## config.mk

```make
export PLATFORM = sky130hd
export DESIGN_NAME = ir_remote_frame_transmitter_top
export DESIGN_NICKNAME = d
export VERILOG_FILES = /design/src/rtl/core/irtx_pkg.sv /design/src/rtl/core/irtx_burst_calc.sv /design/src/rtl/core/irtx_frame_engine.sv /design/src/rtl/core/irtx_out_buf.sv /design/src/rtl/core/ir_remote_frame_transmitter_top.sv
export SDC_FILE = /design/constraint.sdc
export NUM_CORES = 1
export LEC_CHECK = 0
export ABC_AREA = 1
export BUFFER_PORTS_ARGS = -buffer_cell sky130_fd_sc_hd__clkbuf_2
export CAP_MARGIN = 20
export CORE_MARGIN = 2
export CORE_UTILIZATION = 50
export CTS_CLUSTER_DIAMETER = 150
export DETAILED_ROUTE_END_ITERATION = 8
export PLACE_DENSITY = 0.67
export SLEW_MARGIN = 30
export SYNTH_ARGS = -nofsm -noshare
export SYNTH_HDL_FRONTEND = slang
export SYNTH_SLANG_ARGS = --single-unit
```

## constraint.sdc

```tcl
create_clock -name clk -period 12.75 [get_ports clk]
set_clock_uncertainty 0.05 [all_clocks]
set_input_delay 0.6375 -clock clk [delete_from_list [all_inputs] [get_ports clk]]
set_output_delay 0.6375 -clock clk [all_outputs]
set_load 0.05 [all_outputs]
```

## src/rtl/core/irtx_pkg.sv

```systemverilog
`timescale 1ns / 1ps
`default_nettype none
// ----------------------------------------------------------------------------
// irtx_pkg
// Shared types, widths and helpers of the infrared frame transmitter.
// ----------------------------------------------------------------------------
package irtx_pkg;

  localparam int FRAME_BITS  = 20;
  localparam int CODE_W      = 20;
  localparam int HALF_W      = 8;
  localparam int MARK_W      = 12;
  localparam int PER_W       = HALF_W + 1;
  localparam int REM_W       = PER_W + 1;
  localparam int TOT_W       = 13;
  localparam int BITS_LEFT_W = 5;
  localparam int STEP_W      = $clog2(MARK_W + 1);
  localparam int CFG_IDX_W   = 3;
  localparam int CFG_DATA_W  = 12;
  localparam int NUM_LANES   = 3;

  localparam int LANE_HDR  = 0;
  localparam int LANE_ZERO = 1;
  localparam int LANE_ONE  = 2;

  localparam logic [CFG_IDX_W-1:0] REG_CARRIER_HALF = 3'd0;
  localparam logic [CFG_IDX_W-1:0] REG_HEADER_MARK  = 3'd1;
  localparam logic [CFG_IDX_W-1:0] REG_ZERO_MARK    = 3'd2;
  localparam logic [CFG_IDX_W-1:0] REG_ONE_MARK     = 3'd3;
  localparam logic [CFG_IDX_W-1:0] REG_SPACE        = 3'd4;

  localparam logic [HALF_W-1:0] RST_CARRIER_HALF = 8'd12;
  localparam logic [MARK_W-1:0] RST_HEADER_MARK  = 12'd2400;
  localparam logic [MARK_W-1:0] RST_ZERO_MARK    = 12'd600;
  localparam logic [MARK_W-1:0] RST_ONE_MARK     = 12'd1200;
  localparam logic [MARK_W-1:0] RST_SPACE        = 12'd600;

  localparam logic ACT_TICK = 1'b0;
  localparam logic ACT_SEND = 1'b1;

  typedef enum logic [4:0] {
    PH_IDLE      = 5'b00001,
    PH_HDR_MARK  = 5'b00010,
    PH_HDR_SPACE = 5'b00100,
    PH_BIT_MARK  = 5'b01000,
    PH_BIT_SPACE = 5'b10000
  } phase_t;

  typedef struct packed {
    logic [HALF_W-1:0] carrier_half_us;
    logic [MARK_W-1:0] header_mark_us;
    logic [MARK_W-1:0] zero_mark_us;
    logic [MARK_W-1:0] one_mark_us;
    logic [MARK_W-1:0] space_us;
  } cfg_t;

  typedef struct packed {
    logic ir_level;
    logic busy_res;
  } result_t;

  typedef logic [NUM_LANES-1:0][TOT_W-1:0] burst_totals_t;

  function automatic logic [HALF_W-1:0] half_period(input logic [HALF_W-1:0] half);
    return (half == '0) ? HALF_W'(1) : half;
  endfunction

  function automatic logic [PER_W-1:0] carrier_period(input logic [HALF_W-1:0] half);
    return {half_period(half), 1'b0};
  endfunction

endpackage
`default_nettype wire

```

## src/rtl/core/irtx_burst_calc.sv

```systemverilog
`timescale 1ns / 1ps
`default_nettype none
// ----------------------------------------------------------------------------
// irtx_burst_calc
// Burst length unit: takes each mark length to the next whole multiple of the
// carrier period above it, by a bit-serial remainder, three lanes in step.
// ----------------------------------------------------------------------------
module irtx_burst_calc (
  input  wire                    clk,
  input  wire                    rst,
  input  wire                    start,
  input  irtx_pkg::cfg_t         cfg,
  output logic                   busy,
  output irtx_pkg::burst_totals_t totals
);
  import irtx_pkg::*;

  logic [STEP_W-1:0] step;
  logic [STEP_W-1:0] bit_idx;
  logic [PER_W-1:0]  per;
  logic [MARK_W-1:0] len      [NUM_LANES];
  logic [REM_W-1:0]  rem      [NUM_LANES];
  logic [REM_W-1:0]  rem_next [NUM_LANES];
  logic [REM_W-1:0]  shifted  [NUM_LANES];

  assign per            = carrier_period(cfg.carrier_half_us);
  assign bit_idx        = STEP_W'(MARK_W - 1) - step;
  assign len[LANE_HDR]  = cfg.header_mark_us;
  assign len[LANE_ZERO] = cfg.zero_mark_us;
  assign len[LANE_ONE]  = cfg.one_mark_us;

  always_comb begin
    for (int i = 0; i < NUM_LANES; i++) begin
      shifted[i]  = {rem[i][REM_W-2:0], len[i][bit_idx]};
      rem_next[i] = (shifted[i] >= REM_W'(per)) ? shifted[i] - REM_W'(per) : shifted[i];
    end
  end

  always_ff @(posedge clk) begin
    if (rst) begin
      busy <= 1'b1;
      step <= '0;
      for (int i = 0; i < NUM_LANES; i++) rem[i] <= '0;
    end else if (start) begin
      busy <= 1'b1;
      step <= '0;
      for (int i = 0; i < NUM_LANES; i++) rem[i] <= '0;
    end else if (busy) begin
      if (step == STEP_W'(MARK_W)) begin
        busy <= 1'b0;
        for (int i = 0; i < NUM_LANES; i++) begin
          totals[i] <= TOT_W'(len[i]) + TOT_W'(per) - TOT_W'(rem[i]);
        end
      end else begin
        step <= step + STEP_W'(1);
        for (int i = 0; i < NUM_LANES; i++) rem[i] <= rem_next[i];
      end
    end
  end

  a_step_bound: assert property (@(posedge clk) disable iff (rst)
    busy |-> step <= STEP_W'(MARK_W))
    else $error("burst calc step counter overran");

endmodule
`default_nettype wire

```

## src/rtl/core/irtx_frame_engine.sv

```systemverilog
`timescale 1ns / 1ps
`default_nettype none
// ----------------------------------------------------------------------------
// irtx_frame_engine
// Frame sequencer: header mark, header space, then one mark and space per
// code bit, carrier modulated; one word per microsecond tick or send.
// ----------------------------------------------------------------------------
module irtx_frame_engine (
  input  wire                     clk,
  input  wire                     rst,
  input  wire                     accept,
  input  wire                     action,
  input  wire [irtx_pkg::CODE_W-1:0] code_word,
  input  irtx_pkg::cfg_t          cfg,
  input  irtx_pkg::burst_totals_t totals,
  output irtx_pkg::result_t       res
);
  import irtx_pkg::*;

  phase_t                 phase, phase_next;
  logic [FRAME_BITS-1:0]  bit_shift, bit_shift_next;
  logic [BITS_LEFT_W-1:0] bits_left, bits_left_next;
  logic [TOT_W-1:0]       elapsed, elapsed_next;
  logic [PER_W-1:0]       carrier_pos, carrier_pos_next;

  logic [HALF_W-1:0] half;
  logic [PER_W-1:0]  per;
  logic [PER_W-1:0]  cp0;
  logic [PER_W-1:0]  cp1;
  logic [PER_W-1:0]  cp_inc;
  logic [TOT_W-1:0]  elapsed_inc;
  logic [TOT_W-1:0]  mark_total;
  logic              end_mark;
  logic              end_space;
  logic              space_zero;
  logic              to_bit_mark;
  logic              to_space;
  logic              bit_done;

  assign half        = half_period(cfg.carrier_half_us);
  assign per         = carrier_period(cfg.carrier_half_us);
  assign cp0         = (carrier_pos >= per) ? '0 : carrier_pos;
  assign cp1         = cp0 + PER_W'(1);
  assign cp_inc      = (cp1 >= per) ? '0 : cp1;
  assign elapsed_inc = elapsed + TOT_W'(1);
  assign space_zero  = (cfg.space_us == '0);
  assign mark_total  = (phase == PH_HDR_MARK) ? totals[LANE_HDR] :
                       bit_shift[FRAME_BITS-1] ? totals[LANE_ONE] : totals[LANE_ZERO];

  always_comb begin
    phase_next       = phase;
    bit_shift_next   = bit_shift;
    bits_left_next   = bits_left;
    elapsed_next     = elapsed;
    carrier_pos_next = carrier_pos;
    res              = '0;
    end_mark         = 1'b0;
    end_space        = 1'b0;
    to_bit_mark      = 1'b0;
    to_space         = 1'b0;
    bit_done         = 1'b0;
    if (accept) begin
      if (action == ACT_SEND) begin
        res.busy_res = 1'b1;
        if (phase == PH_IDLE) begin
          bit_shift_next   = FRAME_BITS'(code_word);
          bits_left_next   = BITS_LEFT_W'(FRAME_BITS - 1);
          phase_next       = PH_HDR_MARK;
          elapsed_next     = '0;
          carrier_pos_next = '0;
        end
      end else if (phase != PH_IDLE) begin
        res.busy_res = 1'b1;
        case (phase)
          PH_HDR_MARK, PH_BIT_MARK: begin
            res.ir_level     = (cp0 < PER_W'(half));
            carrier_pos_next = cp_inc;
            elapsed_next     = elapsed_inc;
            end_mark         = (elapsed_inc >= mark_total);
          end
          PH_HDR_SPACE, PH_BIT_SPACE: begin
            elapsed_next = elapsed_inc;
            end_space    = (elapsed_inc >= TOT_W'(cfg.space_us));
          end
          default: begin
            elapsed_next = elapsed;
          end
        endcase
        to_space    = end_mark && !space_zero;
        to_bit_mark = (end_mark && space_zero && phase == PH_HDR_MARK) ||
                      (end_space && phase == PH_HDR_SPACE);
        bit_done    = (end_mark && space_zero && phase == PH_BIT_MARK) ||
                      (end_space && phase == PH_BIT_SPACE);
        if (to_space) begin
          phase_next       = (phase == PH_HDR_MARK) ? PH_HDR_SPACE : PH_BIT_SPACE;
          elapsed_next     = '0;
          carrier_pos_next = '0;
        end else if (to_bit_mark) begin
          phase_next       = PH_BIT_MARK;
          elapsed_next     = '0;
          carrier_pos_next = '0;
        end else if (bit_done) begin
          elapsed_next     = '0;
          carrier_pos_next = '0;
          if (bits_left == '0) begin
            phase_next     = PH_IDLE;
            bit_shift_next = '0;
          end else begin
            phase_next     = PH_BIT_MARK;
            bits_left_next = bits_left - BITS_LEFT_W'(1);
            bit_shift_next = {bit_shift[FRAME_BITS-2:0], 1'b0};
          end
        end
      end
    end
  end

  always_ff @(posedge clk) begin
    if (rst) begin
      phase       <= PH_IDLE;
      bit_shift   <= '0;
      bits_left   <= '0;
      elapsed     <= '0;
      carrier_pos <= '0;
    end else begin
      phase       <= phase_next;
      bit_shift   <= bit_shift_next;
      bits_left   <= bits_left_next;
      elapsed     <= elapsed_next;
      carrier_pos <= carrier_pos_next;
    end
  end

  a_idle_clear: assert property (@(posedge clk) disable iff (rst)
    phase == PH_IDLE |-> (elapsed == '0 && carrier_pos == '0))
    else $error("idle with segment counters not cleared");

  a_start_frame: assert property (@(posedge clk) disable iff (rst)
    accept && action == ACT_SEND && phase == PH_IDLE |=> phase == PH_HDR_MARK)
    else $error("send while idle did not start a header mark");

endmodule
`default_nettype wire

```

## src/rtl/core/irtx_out_buf.sv

```systemverilog
`timescale 1ns / 1ps
`default_nettype none
// ----------------------------------------------------------------------------
// irtx_out_buf
// Result register with one skid entry behind it.
// ----------------------------------------------------------------------------
module irtx_out_buf (
  input  wire                clk,
  input  wire                rst,
  input  wire                push,
  input  irtx_pkg::result_t  push_data,
  input  wire                out_stall,
  output logic               out_valid,
  output irtx_pkg::result_t  out_data,
  output logic               full
);
  import irtx_pkg::*;

  logic    skid_valid;
  result_t skid_data;

  assign full = skid_valid;

  always_ff @(posedge clk) begin
    if (rst) begin
      out_valid  <= 1'b0;
      skid_valid <= 1'b0;
    end else if (!out_valid || !out_stall) begin
      if (skid_valid) begin
        out_valid  <= 1'b1;
        out_data   <= skid_data;
        skid_valid <= 1'b0;
      end else begin
        out_valid <= push;
        if (push) out_data <= push_data;
      end
    end else if (push) begin
      skid_valid <= 1'b1;
      skid_data  <= push_data;
    end
  end

  a_skid_behind_out: assert property (@(posedge clk) disable iff (rst)
    skid_valid |-> out_valid)
    else $error("skid word held with empty output register");

  a_skid_held: assert property (@(posedge clk) disable iff (rst)
    skid_valid && out_stall |=> skid_valid && $stable(skid_data))
    else $error("skid word lost under stall");

  a_push_kept: assert property (@(posedge clk) disable iff (rst)
    push && out_valid && out_stall |=> skid_valid)
    else $error("word pushed into stalled output was dropped");

endmodule
`default_nettype wire

```

## src/rtl/core/ir_remote_frame_transmitter_top.sv

```systemverilog
`timescale 1ns / 1ps
`default_nettype none
// ----------------------------------------------------------------------------
// ir_remote_frame_transmitter_top
// Infrared remote frame transmitter, one input word per microsecond.
// ----------------------------------------------------------------------------
// Input channel (in_valid/in_stall): action 0 is a one-microsecond tick,
// action 1 starts a frame with code_word (ignored while a frame runs).
// Output channel (out_valid/out_stall): one word per input word, ir_level is
// the pin level for that microsecond, busy_res flags a frame in flight.
// Results are registered in the output buffer; throughput is one word per
// cycle while in_stall is low.
// A result register plus one skid entry lets one more input word in while
// the receiver stalls; with the skid entry full, in_stall is raised.
// Config channel (cfg_valid/cfg_ready, cfg_index, cfg_data) writes the
// carrier half period, header/zero/one mark lengths and the space length.
// After reset and after every config write, the burst length unit runs
// 12 remainder steps and one total update, rounding marks to whole carrier
// periods; in_stall is high and cfg_ready low during that time.
// Reset is synchronous and loads the default timings.
// ----------------------------------------------------------------------------
module ir_remote_frame_transmitter_top (
  input  wire                           clk,
  input  wire                           rst,
  input  wire                           in_valid,
  output logic                          in_stall,
  input  wire                           action,
  input  wire [irtx_pkg::CODE_W-1:0]    code_word,
  output logic                          out_valid,
  input  wire                           out_stall,
  output logic                          ir_level,
  output logic                          busy_res,
  input  wire                           cfg_valid,
  output logic                          cfg_ready,
  input  wire [irtx_pkg::CFG_IDX_W-1:0] cfg_index,
  input  wire [irtx_pkg::CFG_DATA_W-1:0] cfg_data
);
  import irtx_pkg::*;

  cfg_t          cfg;
  burst_totals_t totals;
  result_t       res;
  result_t       out_data;
  logic          calc_busy;
  logic          buf_full;
  logic          accept;
  logic          cfg_write;

  assign cfg_ready = !calc_busy;
  assign cfg_write = cfg_valid && cfg_ready;
  assign in_stall  = buf_full || calc_busy || cfg_valid;
  assign accept    = in_valid && !in_stall;
  assign ir_level  = out_data.ir_level;
  assign busy_res  = out_data.busy_res;

  always_ff @(posedge clk) begin
    if (rst) begin
      cfg.carrier_half_us <= RST_CARRIER_HALF;
      cfg.header_mark_us  <= RST_HEADER_MARK;
      cfg.zero_mark_us    <= RST_ZERO_MARK;
      cfg.one_mark_us     <= RST_ONE_MARK;
      cfg.space_us        <= RST_SPACE;
    end else if (cfg_write) begin
      case (cfg_index)
        REG_CARRIER_HALF: cfg.carrier_half_us <= cfg_data[HALF_W-1:0];
        REG_HEADER_MARK:  cfg.header_mark_us  <= cfg_data[MARK_W-1:0];
        REG_ZERO_MARK:    cfg.zero_mark_us    <= cfg_data[MARK_W-1:0];
        REG_ONE_MARK:     cfg.one_mark_us     <= cfg_data[MARK_W-1:0];
        REG_SPACE:        cfg.space_us        <= cfg_data[MARK_W-1:0];
        default: begin
          cfg.space_us <= cfg.space_us;
        end
      endcase
    end
  end

  irtx_burst_calc u_burst_calc (
    .clk    (clk),
    .rst    (rst),
    .start  (cfg_write),
    .cfg    (cfg),
    .busy   (calc_busy),
    .totals (totals)
  );

  irtx_frame_engine u_frame_engine (
    .clk       (clk),
    .rst       (rst),
    .accept    (accept),
    .action    (action),
    .code_word (code_word),
    .cfg       (cfg),
    .totals    (totals),
    .res       (res)
  );

  irtx_out_buf u_out_buf (
    .clk       (clk),
    .rst       (rst),
    .push      (accept),
    .push_data (res),
    .out_stall (out_stall),
    .out_valid (out_valid),
    .out_data  (out_data),
    .full      (buf_full)
  );

endmodule
`default_nettype wire

```

# ---- Word level (Yosys, flattened, before mapping)
# Memory sizes are Yosys's and may differ from the RTL's.
# Index checks and enable logic that the tools add are counted.
dict set report word_totals {
  word_cells 198
  reg_bits 158
  inputBits 41
  mem_bits_rw 30
  out_inout_bits 5
  memories 1
}
# name depth word_bits rd rd_clocked_by_memory_dff wr line_no
set mem_list {}
lappend mem_list {u_burst_calc.rem 3 10 3 0 3 irtx_burst_calc.sv:22} ;# logic [REM_W-1:0] rem [NUM_LANES];
dict set report classes {
  muxes 81
  n_bitwise 10
  addsub 14
  n_eq_ne 15
  magnitude_cmp 9
  reduce_logical 47
}
# op count
set op_table {}
lappend op_table {{20-bit 2-to-1 mux} 7}
lappend op_table {{13-bit 2-to-1 mux} 9}
lappend op_table {{10-bit 2-to-1 mux} 9}
lappend op_table {{9-bit 2-to-1 mux} 9}
lappend op_table {{5-bit 2-to-1 mux} 14}
lappend op_table {{12-bit by 9-bit adder with 13-bit output} 3}
lappend op_table {{13-bit by 10-bit subtractor with 13-bit output} 3}
lappend op_table {{10-bit by 9-bit >= comparator with 1-bit output} 3}
lappend op_table {{10-bit by 9-bit subtractor with 10-bit output} 3}
lappend op_table {{1-bit 2-to-1 mux} 25}
lappend op_table {{9-bit >= comparator} 2}
lappend op_table {{4-bit AND reduction} 4}
lappend op_table {{13-bit by 1-bit adder with 13-bit output, second input constant} 1}
lappend op_table {{13-bit by 12-bit >= comparator with 1-bit output} 1}
lappend op_table {{13-bit >= comparator} 1}
lappend op_table {{1-bit binary-select mux with 4-bit select} 3}
lappend op_table {{12-bit zero test} 1}
lappend op_table {{2-bit AND reduction} 6}
lappend op_table {{5-bit nonzero test} 2}
lappend op_table {{9-bit by 1-bit adder with 9-bit output, second input constant} 1}
lappend op_table {{9-bit by 8-bit less-than comparator with 1-bit output} 1}
lappend op_table {{1-bit logical AND} 8}
lappend op_table {{8-bit zero test} 1}
lappend op_table {{8-bit 2-to-1 mux} 1}
lappend op_table {{other kinds (31)} 58}

# ---- Depth between registers and ports, before layout
# Gate-level depths: netlist of the first run.
dict set report depth {
  word_depth 15
  depth_mapped 29
  ltp_nobuf 29
}

# ---- Hierarchy
# From an unflattened synthesis of the first run, not the netlist that was laid out.
dict set report unflattened {
  hier_cells 1871
  area_unflattened_um2 14024.7
}
# module area_each_um2 instances cells_each
set modules_own_cells {}
lappend modules_own_cells {irtx_burst_calc 6895.4 1 837}
lappend modules_own_cells {irtx_frame_engine 4619.4 1 699}
lappend modules_own_cells {ir_remote_frame_transmitter_top 2280.9 1 313}
lappend modules_own_cells {irtx_out_buf 229.0 1 22}

# ---- Worst setup path before layout of the first run
# OpenSTA, ideal clock, no wires.
dict set report synth_path {
  kind {in2reg}
  startpoint {input port rst}
  endpoint {register u_burst_calc.totals[0] (netlist bit), enable pin}
  arrival_time_ns 3.557
  stages 2
  n_path_buf 1
  slack_ns 8.659
  required_ns 12.216
  cell_sequence {clkbuf_1 nor3_1}
}
dict set report synth_between {
  elab_chain_cells 2
}
# element line_no
set synth_lines {}
lappend synth_lines {{from (decl)} ir_remote_frame_transmitter_top.sv:24} ;# input wire rst,
lappend synth_lines {{1-bit inverter (no source line)} --}
lappend synth_lines {{4-bit AND reduction (no source line)} --}
lappend synth_lines {{to (signal, indexed assignment)} irtx_burst_calc.sv:52} ;# totals[i] <= TOT_W'(len[i]) + TOT_W'(per) - TOT_W'(rem[i]);
lappend synth_lines {{to (decl)} irtx_burst_calc.sv:14} ;# output irtx_pkg::burst_totals_t totals
# Every way passes these cells.
# A chain may end at the register's enable or synchronous reset.

# ---- Final worst setup path of the first run
dict set report layout_path {
  startpoint {register, netlist name cfg[49]}
  endpoint {register u_frame_engine.carrier_pos[3]}
}
dict set report layout_between {
  elab_chain_cells 13
}
# element line_no
set layout_lines {}
lappend layout_lines {{8-bit zero test} irtx_pkg.sv:65} ;# return (half == '0) ? HALF_W'(1) : half;
lappend layout_lines {{8-bit 2-to-1 mux (*)} irtx_pkg.sv:65}
lappend layout_lines {{9-bit >= comparator} irtx_frame_engine.sv:42} ;# assign cp0 = (carrier_pos >= per) ? '0 : carrier_pos;
lappend layout_lines {{9-bit 2-to-1 mux} irtx_frame_engine.sv:42}
lappend layout_lines {{9-bit by 1-bit adder with 9-bit output} irtx_frame_engine.sv:43} ;# assign cp1 = cp0 + PER_W'(1);
lappend layout_lines {{9-bit >= comparator} irtx_frame_engine.sv:44} ;# assign cp_inc = (cp1 >= per) ? '0 : cp1;
lappend layout_lines {{9-bit 2-to-1 mux (*)} irtx_frame_engine.sv:44}
lappend layout_lines {{9-bit 2-to-1 mux (*)} irtx_frame_engine.sv:74} ;# case (phase)
lappend layout_lines {{9-bit 2-to-1 mux (*)} irtx_frame_engine.sv:102} ;# end else if (bit_done) begin
lappend layout_lines {{9-bit 2-to-1 mux (*)} irtx_frame_engine.sv:98} ;# end else if (to_bit_mark) begin
lappend layout_lines {{9-bit 2-to-1 mux (*)} irtx_frame_engine.sv:94} ;# if (to_space) begin
lappend layout_lines {{9-bit 2-to-1 mux (*)} irtx_frame_engine.sv:72} ;# end else if (phase != PH_IDLE) begin
lappend layout_lines {{9-bit 2-to-1 mux (*)} irtx_frame_engine.sv:63} ;# if (action == ACT_SEND) begin
lappend layout_lines {{to (signal assigned)} irtx_frame_engine.sv:130} ;# carrier_pos <= carrier_pos_next;
lappend layout_lines {{to (decl)} irtx_frame_engine.sv:24} ;# logic [PER_W-1:0] carrier_pos, carrier_pos_next;
# Every way passes the cells marked *; elsewhere a longest branch is shown, timed or not. The select of a mux whose other input is x is not followed.

==> flow_summary.json, run 1 <==
{
  "dpl_cell_area_sq_mm": 0.0134,
  "grt_max_degree": 67,
  "hpwl_um": 25000,
  "post-cts-setup-buffers": 0,
  "status": "finished, final reports clean",
  "fin_crit_sh": 0.343,
  "ir_drop_v": 0.0000909,
  "cp-start-kind": "flop",
  "clock.fmax_mhz": 228,
  "antenna_found_initial": 0,
  "drv_slew": 0,
  "crit_path_frequent_cell": "nor2_1",
  "core_sq_mm": 0.0253,
  "internal-power_mw": 1.26,
  "crit_start": "cfg[49]",
  "gp_congestion": 0.910,
  "syn2layout_area_growth_pct": 8.61,
  "multi_input_area_sq_mm": 0.00720,
  "hp-start": "out_stall",
  "clkLatencyLatePin_ns": 0.44,
  "yosys_register_bits": 188,
  "rsz0062_at_grt": "false",
  "layout_commonest_cell": "nand2_1",
  "cts_tree": "built",
  "reg2reg_to": "u_frame_engine.carrier_pos[3]",
  "diodes": 0,
  "drt-initial-drc-count": 948,
  "syn-num-nets": 1853,
  "clkPwrFrac": 0.270,
  "p_comb_frac": 0.349,
  "path_clk_slew_ns": 0.07,
  "p_sw_uw": 740,
  "hold-worst-slack_ns": 0.390,
  "yosys_warnings": 0,
  "worst_slack_ns": 8.37,
  "crit_buf_inv": 3,
  "hold_end": "u_out_buf.full",
  "place_ws_ns": 8.39,
  "nets": 1881,
  "cts_buffer_depth": 2,
  "worst_r2r_startpoint": "cfg[49]",
  "dr.pass1.iters": 5,
  "setup_violations": 0,
  "async_flop_share": 0,
  "syn_inst": 1663,
  "seq_area_frac_synth": 0.349,
  "path_depth": 26,
  "slowest_stage": "inv_1",
  "hold_path.class": "primary input to flop",
  "critical-path-max-stage-delay_ns": 0.47,
  "fillers": 2348,
  "cts_resized": 0,
  "grt_usage": 0.250,
  "io_pins": 46,
  "initial_core_util": 0.510,
  "vias": 10900,
  "route.detailed.drc": 0,
  "netlist.area_leader.share": 0.179,
  "cts_hold_buf": 0,
  "ys.flop_type": "dfxtp_1",
  "period_needed_ns": 4.38,
  "postLayoutCellArea_sq_mm": 0.0140,
  "yosysTopAreaCell": "dfxtp_1",
  "die_h_um": 164,
  "grt_pass1_vias": 9989,
  "cp-end-kind": "flop",
  "die_x_um": 164,
  "die_area_sq_mm": 0.0271,
  "drive_gt1_frac": 0.0769,
  "rrSetupSlack_ns": 8.37,
  "maxSlewHeadroom": 0.420,
  "postLayoutCoreUtil": 0.554,
  "ys_types": 51,
  "wl_um": 33100,
  "p_leak_nw": 6.68,
  "ant_nets": 0,
  "wl_per_cell_um": 16.3,
  "p_sw_frac": 0.369,
  "p_per_area_mw_per_mm2": 143,
  "finalHoldViolCount": 0,
  "viasPerCell": 5.35,
  "row_count": 58,
  "worstPathRequired_ns": 13.08,
  "regArea_sq_mm": 0.00449,
  "hold_path_depth": 3,
  "critPathMaxFanout": 11,
  "critPathTopFamily": "simple AND/OR/NAND/NOR gates",
  "worst_pin_slew_ns": 0.869,
  "synthTopCellsByArea": "dfxtp_1 18%, edfxtp_1 17%, ha_1 12%",
  "instances_no_fill": 2034,
  "netlist_area_sq_mm": 0.0129,
  "grt_pass1_wl_um": 52400,
  "synth-edff-count": 73,
  "pwr-share-seq": 0.381,
  "overflow": 0,
  "ctsHtreeMaxLevel": 4,
  "root_buffer": "clkbuf_16",
  "numCtsBuffers": 17,
  "arrival_ns": 4.71,
  "cap_violations": 0,
  "critPathKind": "flop to flop",
  "tns_ns": 0,
  "power_mw": 2.00,
  "place_inst": 2002,
  "final_cell_mix": "275 x nand2_1, 249 x inv_1, 179 x nor2_1, 142 x o21ai_0, 140 x a21oi_1",
  "syn_avg_cell_area_sq_um": 7.74,
  "clkSinkCount": 188,
  "worstRegToRegCells": 26,
  "portBuffers": 45
}
## state kept, by name, summed over array words and instances, names as in the netlist
register / count
u_frame_engine.elapsed: 13
u_out_buf.skid_data: 2
u_burst_calc.step: 4
cfg: 56
u_frame_engine.carrier_pos: 9
u_burst_calc.rem: 30
u_frame_engine.phase: 5
u_out_buf.full: 1
u_burst_calc.totals: 39
u_frame_engine.bits_left: 5
u_frame_engine.bit_shift: 20
u_out_buf.out_data: 2
u_out_buf.out_valid: 1
u_burst_calc.busy: 1
## layer usage
layer / wire length (um) / vias to the layer above / track usage
met1: 16200 / 5034 / 0.364
met3: 1570 / 39 / 0.0304
met5: 0 / - / 0
met2: 14800 / 275 / 0.395
li1: - / 5538 / -
met4: 567 / 0 / 0.0625
## final cells by class
class	count	share of cell area
repair buffers	59	0.0236
inverters	256	0.0687
clock inverters	13	0.00868
well taps	330	0.0295
flip-flops and latches	188	0.321
clock buffers	19	0.0332
multi-input cells	1169	0.515
## synthesized netlist by cell type, types with 2 or more instances
master    count
nand2_1     275
nand3_2       2
buf_4         2
buf_1         5
nor3b_1       2
buf_2        11
inv_2         3
nand3_1      78
nand3b_1      3
nor2_1      179
dfxtp_1     115
o21a_1        2
fa_1         30
o21bai_1      2
nand4_1      21
a211oi_1     11
nor2_2        5
edfxtp_1     73
mux2i_1      12
nand2_4       4
and3_1        2
o21ai_2       2
buf_6         2
xnor2_1      21
or2_2         5
ha_1        119
nor3_1       14
and2_1        2
o21ai_0     142
clkbuf_1     29
clkinv_1      3
o211ai_1     21
o21ai_1      12
inv_1       250
nand2_2       9
a21oi_1     140
xor2_1       40
nor2_4        2
## power groups by stage
stage	clock network, mW	logic (mW)	registers, mW
6_report	0.540	0.700	0.763
5_1_grt	0.570	0.796	0.766
4_1_cts	0.547	0.694	0.759
3_5_place_dp	0	0.689	0.773
3_3_place_gp	0	0.672	0.773
2_1_floorplan	0	0.542	0.748
## cells by family (layout without fill, tap and decap cells)
group / Yosys count / in the layout / share of synthesized area
adders and majority gates: 149 / 149 / 0.162
buffers and inverters: 306 / 347 / 0.0921
DFF: 188 / 188 / 0.349
AOI/OAI and AO/OA: 337 / 337 / 0.140
muxes: 12 / 12 / 0.00933
and+or+nand+nor: 610 / 610 / 0.206
xor gates and xnor gates: 61 / 61 / 0.0415
## worst min-delay path, delay by kind of cell
kind          cells  cell delay (ns)
buf+inv           1             0.08
simple gates      2             0.12
## worst max-delay path by stage
stage / to / slack, ns
floorplan: u_burst_calc.totals[0] / 8.66
finish: u_frame_engine.carrier_pos[3] / 8.37
detailed placement: u_frame_engine.carrier_pos[3] / 8.39
CTS: u_frame_engine.carrier_pos[3] / 8.34
global placement: u_frame_engine.carrier_pos[2] / 8.56
global route: u_frame_engine.carrier_pos[3] / 7.86
Note: power is estimated with default switching activity, not from simulation.
==> inputs of run 2 (changes only) <==
--- a/config.mk
+++ b/config.mk
@@ -12,7 +12,7 @@
 export CORE_UTILIZATION = 50
 export CTS_CLUSTER_DIAMETER = 150
 export DETAILED_ROUTE_END_ITERATION = 8
-export PLACE_DENSITY = 0.67
+export PLACE_DENSITY = 0.69
 export SLEW_MARGIN = 30
 export SYNTH_ARGS = -nofsm -noshare
 export SYNTH_HDL_FRONTEND = slang
==> constraint.sdc (replaced) <==
create_clock -name clk -period 4 [get_ports clk]
set_clock_uncertainty 0.05 [all_clocks]
set_input_delay 0.2 -clock clk [delete_from_list [all_inputs] [get_ports clk]]
set_output_delay 0.2 -clock clk [all_outputs]
set_load 0.05 [all_outputs]
==> run 2 against run 1 <==
Against the previous run:
- sequential share of layout area decreased by 0.50 points
- via count rose by 0.23%
- power rose to 3.2 times the previous value
- clock power grew to 3.2 times the previous value
- critical path type unchanged
==> flow_summary.json, run 2 (synthesis gave the netlist of run 1 again) <==
{
  "finalHoldViolCount": 0,
  "hold_path.class": "primary input to flop",
  "worst_pin_slew_ns": 0.812,
  "cp-end-kind": "flop",
  "gr-usage-met2": 0.401,
  "ctsHtreeMaxLevel": 4,
  "layout_commonest_cell": "nand2_1",
  "dpl_cell_area_sq_mm": 0.0135,
  "grt.met1_usage": 0.336,
  "root_buffer": "clkbuf_16",
  "grtUsageMet3": 0.0344,
  "status": "finished, final reports clean",
  "worstPathRequired_ns": 4.34,
  "hpwl_um": 24500,
  "row_count": 58,
  "drive_gt1_frac": 0.0934,
  "nets": 1900,
  "vias": 10900,
  "worst_slack_ns": 0.299,
  "reg.largest.list": "cfg x56, u_burst_calc.totals x39, u_burst_calc.rem x30",
  "wl_um": 32400,
  "ir_drop_v": 0.000352,
  "path_clk_slew_ns": 0.08,
  "critical-path-max-stage-delay_ns": 0.31,
  "clkLatencyLatePin_ns": 0.45,
  "fillers": 2401,
  "die_area_sq_mm": 0.0271,
  "crit_path_frequent_cell": "nor2_1",
  "numCtsBuffers": 17,
  "syn2layout_area_growth_pct": 10.3,
  "grt_max_degree": 48,
  "drt-initial-drc-count": 906,
  "overflow": 0,
  "gp_congestion": 0.902,
  "cts_buffer_depth": 2,
  "maxSlewHeadroom": 0.458,
  "top_register": "cfg",
  "postLayoutCellArea_sq_mm": 0.0142,
  "drv_slew": 0,
  "cap_violations": 0,
  "final_cell_mix": "274 x nand2_1, 247 x inv_1, 173 x nor2_1, 142 x o21ai_0, 140 x a21oi_1",
  "cp-start-kind": "flop",
  "place_ws_ns": 0.162,
  "p_per_area_mw_per_mm2": 449,
  "dr.pass1.iters": 5,
  "grt_pass1_wl_um": 51200,
  "grt_pass1_vias": 9992,
  "clkSinkCount": 188,
  "die_h_um": 164,
  "core_sq_mm": 0.0253,
  "wl_per_cell_um": 15.8,
  "route.detailed.drc": 0,
  "viasPerCell": 5.31,
  "antenna_found_initial": 0,
  "grt_most_used_layer": "met2",
  "initial_core_util": 0.510,
  "grt_usage": 0.245,
  "slowest_stage": "ha_1",
  "largest_reg_flops": 56,
  "ant_nets": 0,
  "die_x_um": 164,
  "fin_crit_sh": 0.925,
  "io_pins": 46,
  "setup_violations": 0,
  "critPathKind": "flop to flop",
  "diodes": 0,
  "period_needed_ns": 3.70,
  "arrival_ns": 4.04,
  "cts_tree": "built",
  "portBuffers": 45,
  "critPathMaxFanout": 8,
  "p_leak_nw": 6.79,
  "clock.fmax_mhz": 270
}
run 2: path summary, 6_finish.rpt:
check	endpoint	depth (start not counted)	from	slack (ns)
worst max-delay path	u_frame_engine.carrier_pos[3]	26	cfg[51]	0.30
worst min-delay path	u_frame_engine.bit_shift[3]	5	code_word[3]	0.03
worst max register to register	u_frame_engine.carrier_pos[3]	26	cfg[51]	0.30
worst min register to register	u_frame_engine.bit_shift[0]	2	u_frame_engine.bit_shift[0]	0.42
run 2: what timing repair did:
| item | 4_1_cts | 5_1_grt |
|---|---|---|
| endpoints found under the hold margin | 2 | 0 |
| resized for setup | 0 | 18 |
| buffers inserted | 0 | 1 |
| hold buffers | 2 | 0 |
| setup endpoints to repair | 0 | 9 |
run 2: cell type report:
type                            instances  area [sq um]  area share
Clock inverter                         13           118     0.00828
Inverter                              256           961      0.0676
Tap cell                              330           413      0.0291
Sequential cell                       188          4490       0.316
Clock buffer                           19           475      0.0335
Multi-Input combinational cell       1170          7280       0.512
Timing Repair Buffer                   77           470      0.0331
run 2: worst max-delay path, delay by kind of cell (launching register included):
kind,cells,cell delay [ns]
xor gates and xnor gates,1,0.14
buffers and inverters,3,0.21
DFF,1,0.30
AOI/OAI and AO/OA,4,0.57
adders and majority gates,3,0.71
and+or+nand+nor,15,1.67
run 2: power by group:
| part | switching (mW) | internal (mW) |
|---|---|---|
| combinational | 1.33 | 0.880 |
| sequential | 0.163 | 2.27 |
| clock | 0.831 | 0.896 |
| total | 2.33 | 4.04 |
run 2: metal layers:
layer	part of all wire	vias to the layer above	wire length (um)
met3	0.057	55	1850
met1	0.46	5009	14900
li1	-	5559	-
met4	0.024	0	771
met5	0	-	0
met2	0.46	288	14800
run 2: per-stage QoR:
step	std cells	util	power, mW	setup TNS [ns]	hold WS [ns]
finish	2053	0.563	6.37	0	0.0324
detailed placement	2017	0.535	4.64	0	0.399
floorplan	1663	-	4.11	0	0.276
global placement	2017	0.535	4.58	0	0.400
CTS	2051	0.559	6.37	0	0.0247
global route	2053	0.563	6.78	-0.148	0.0438
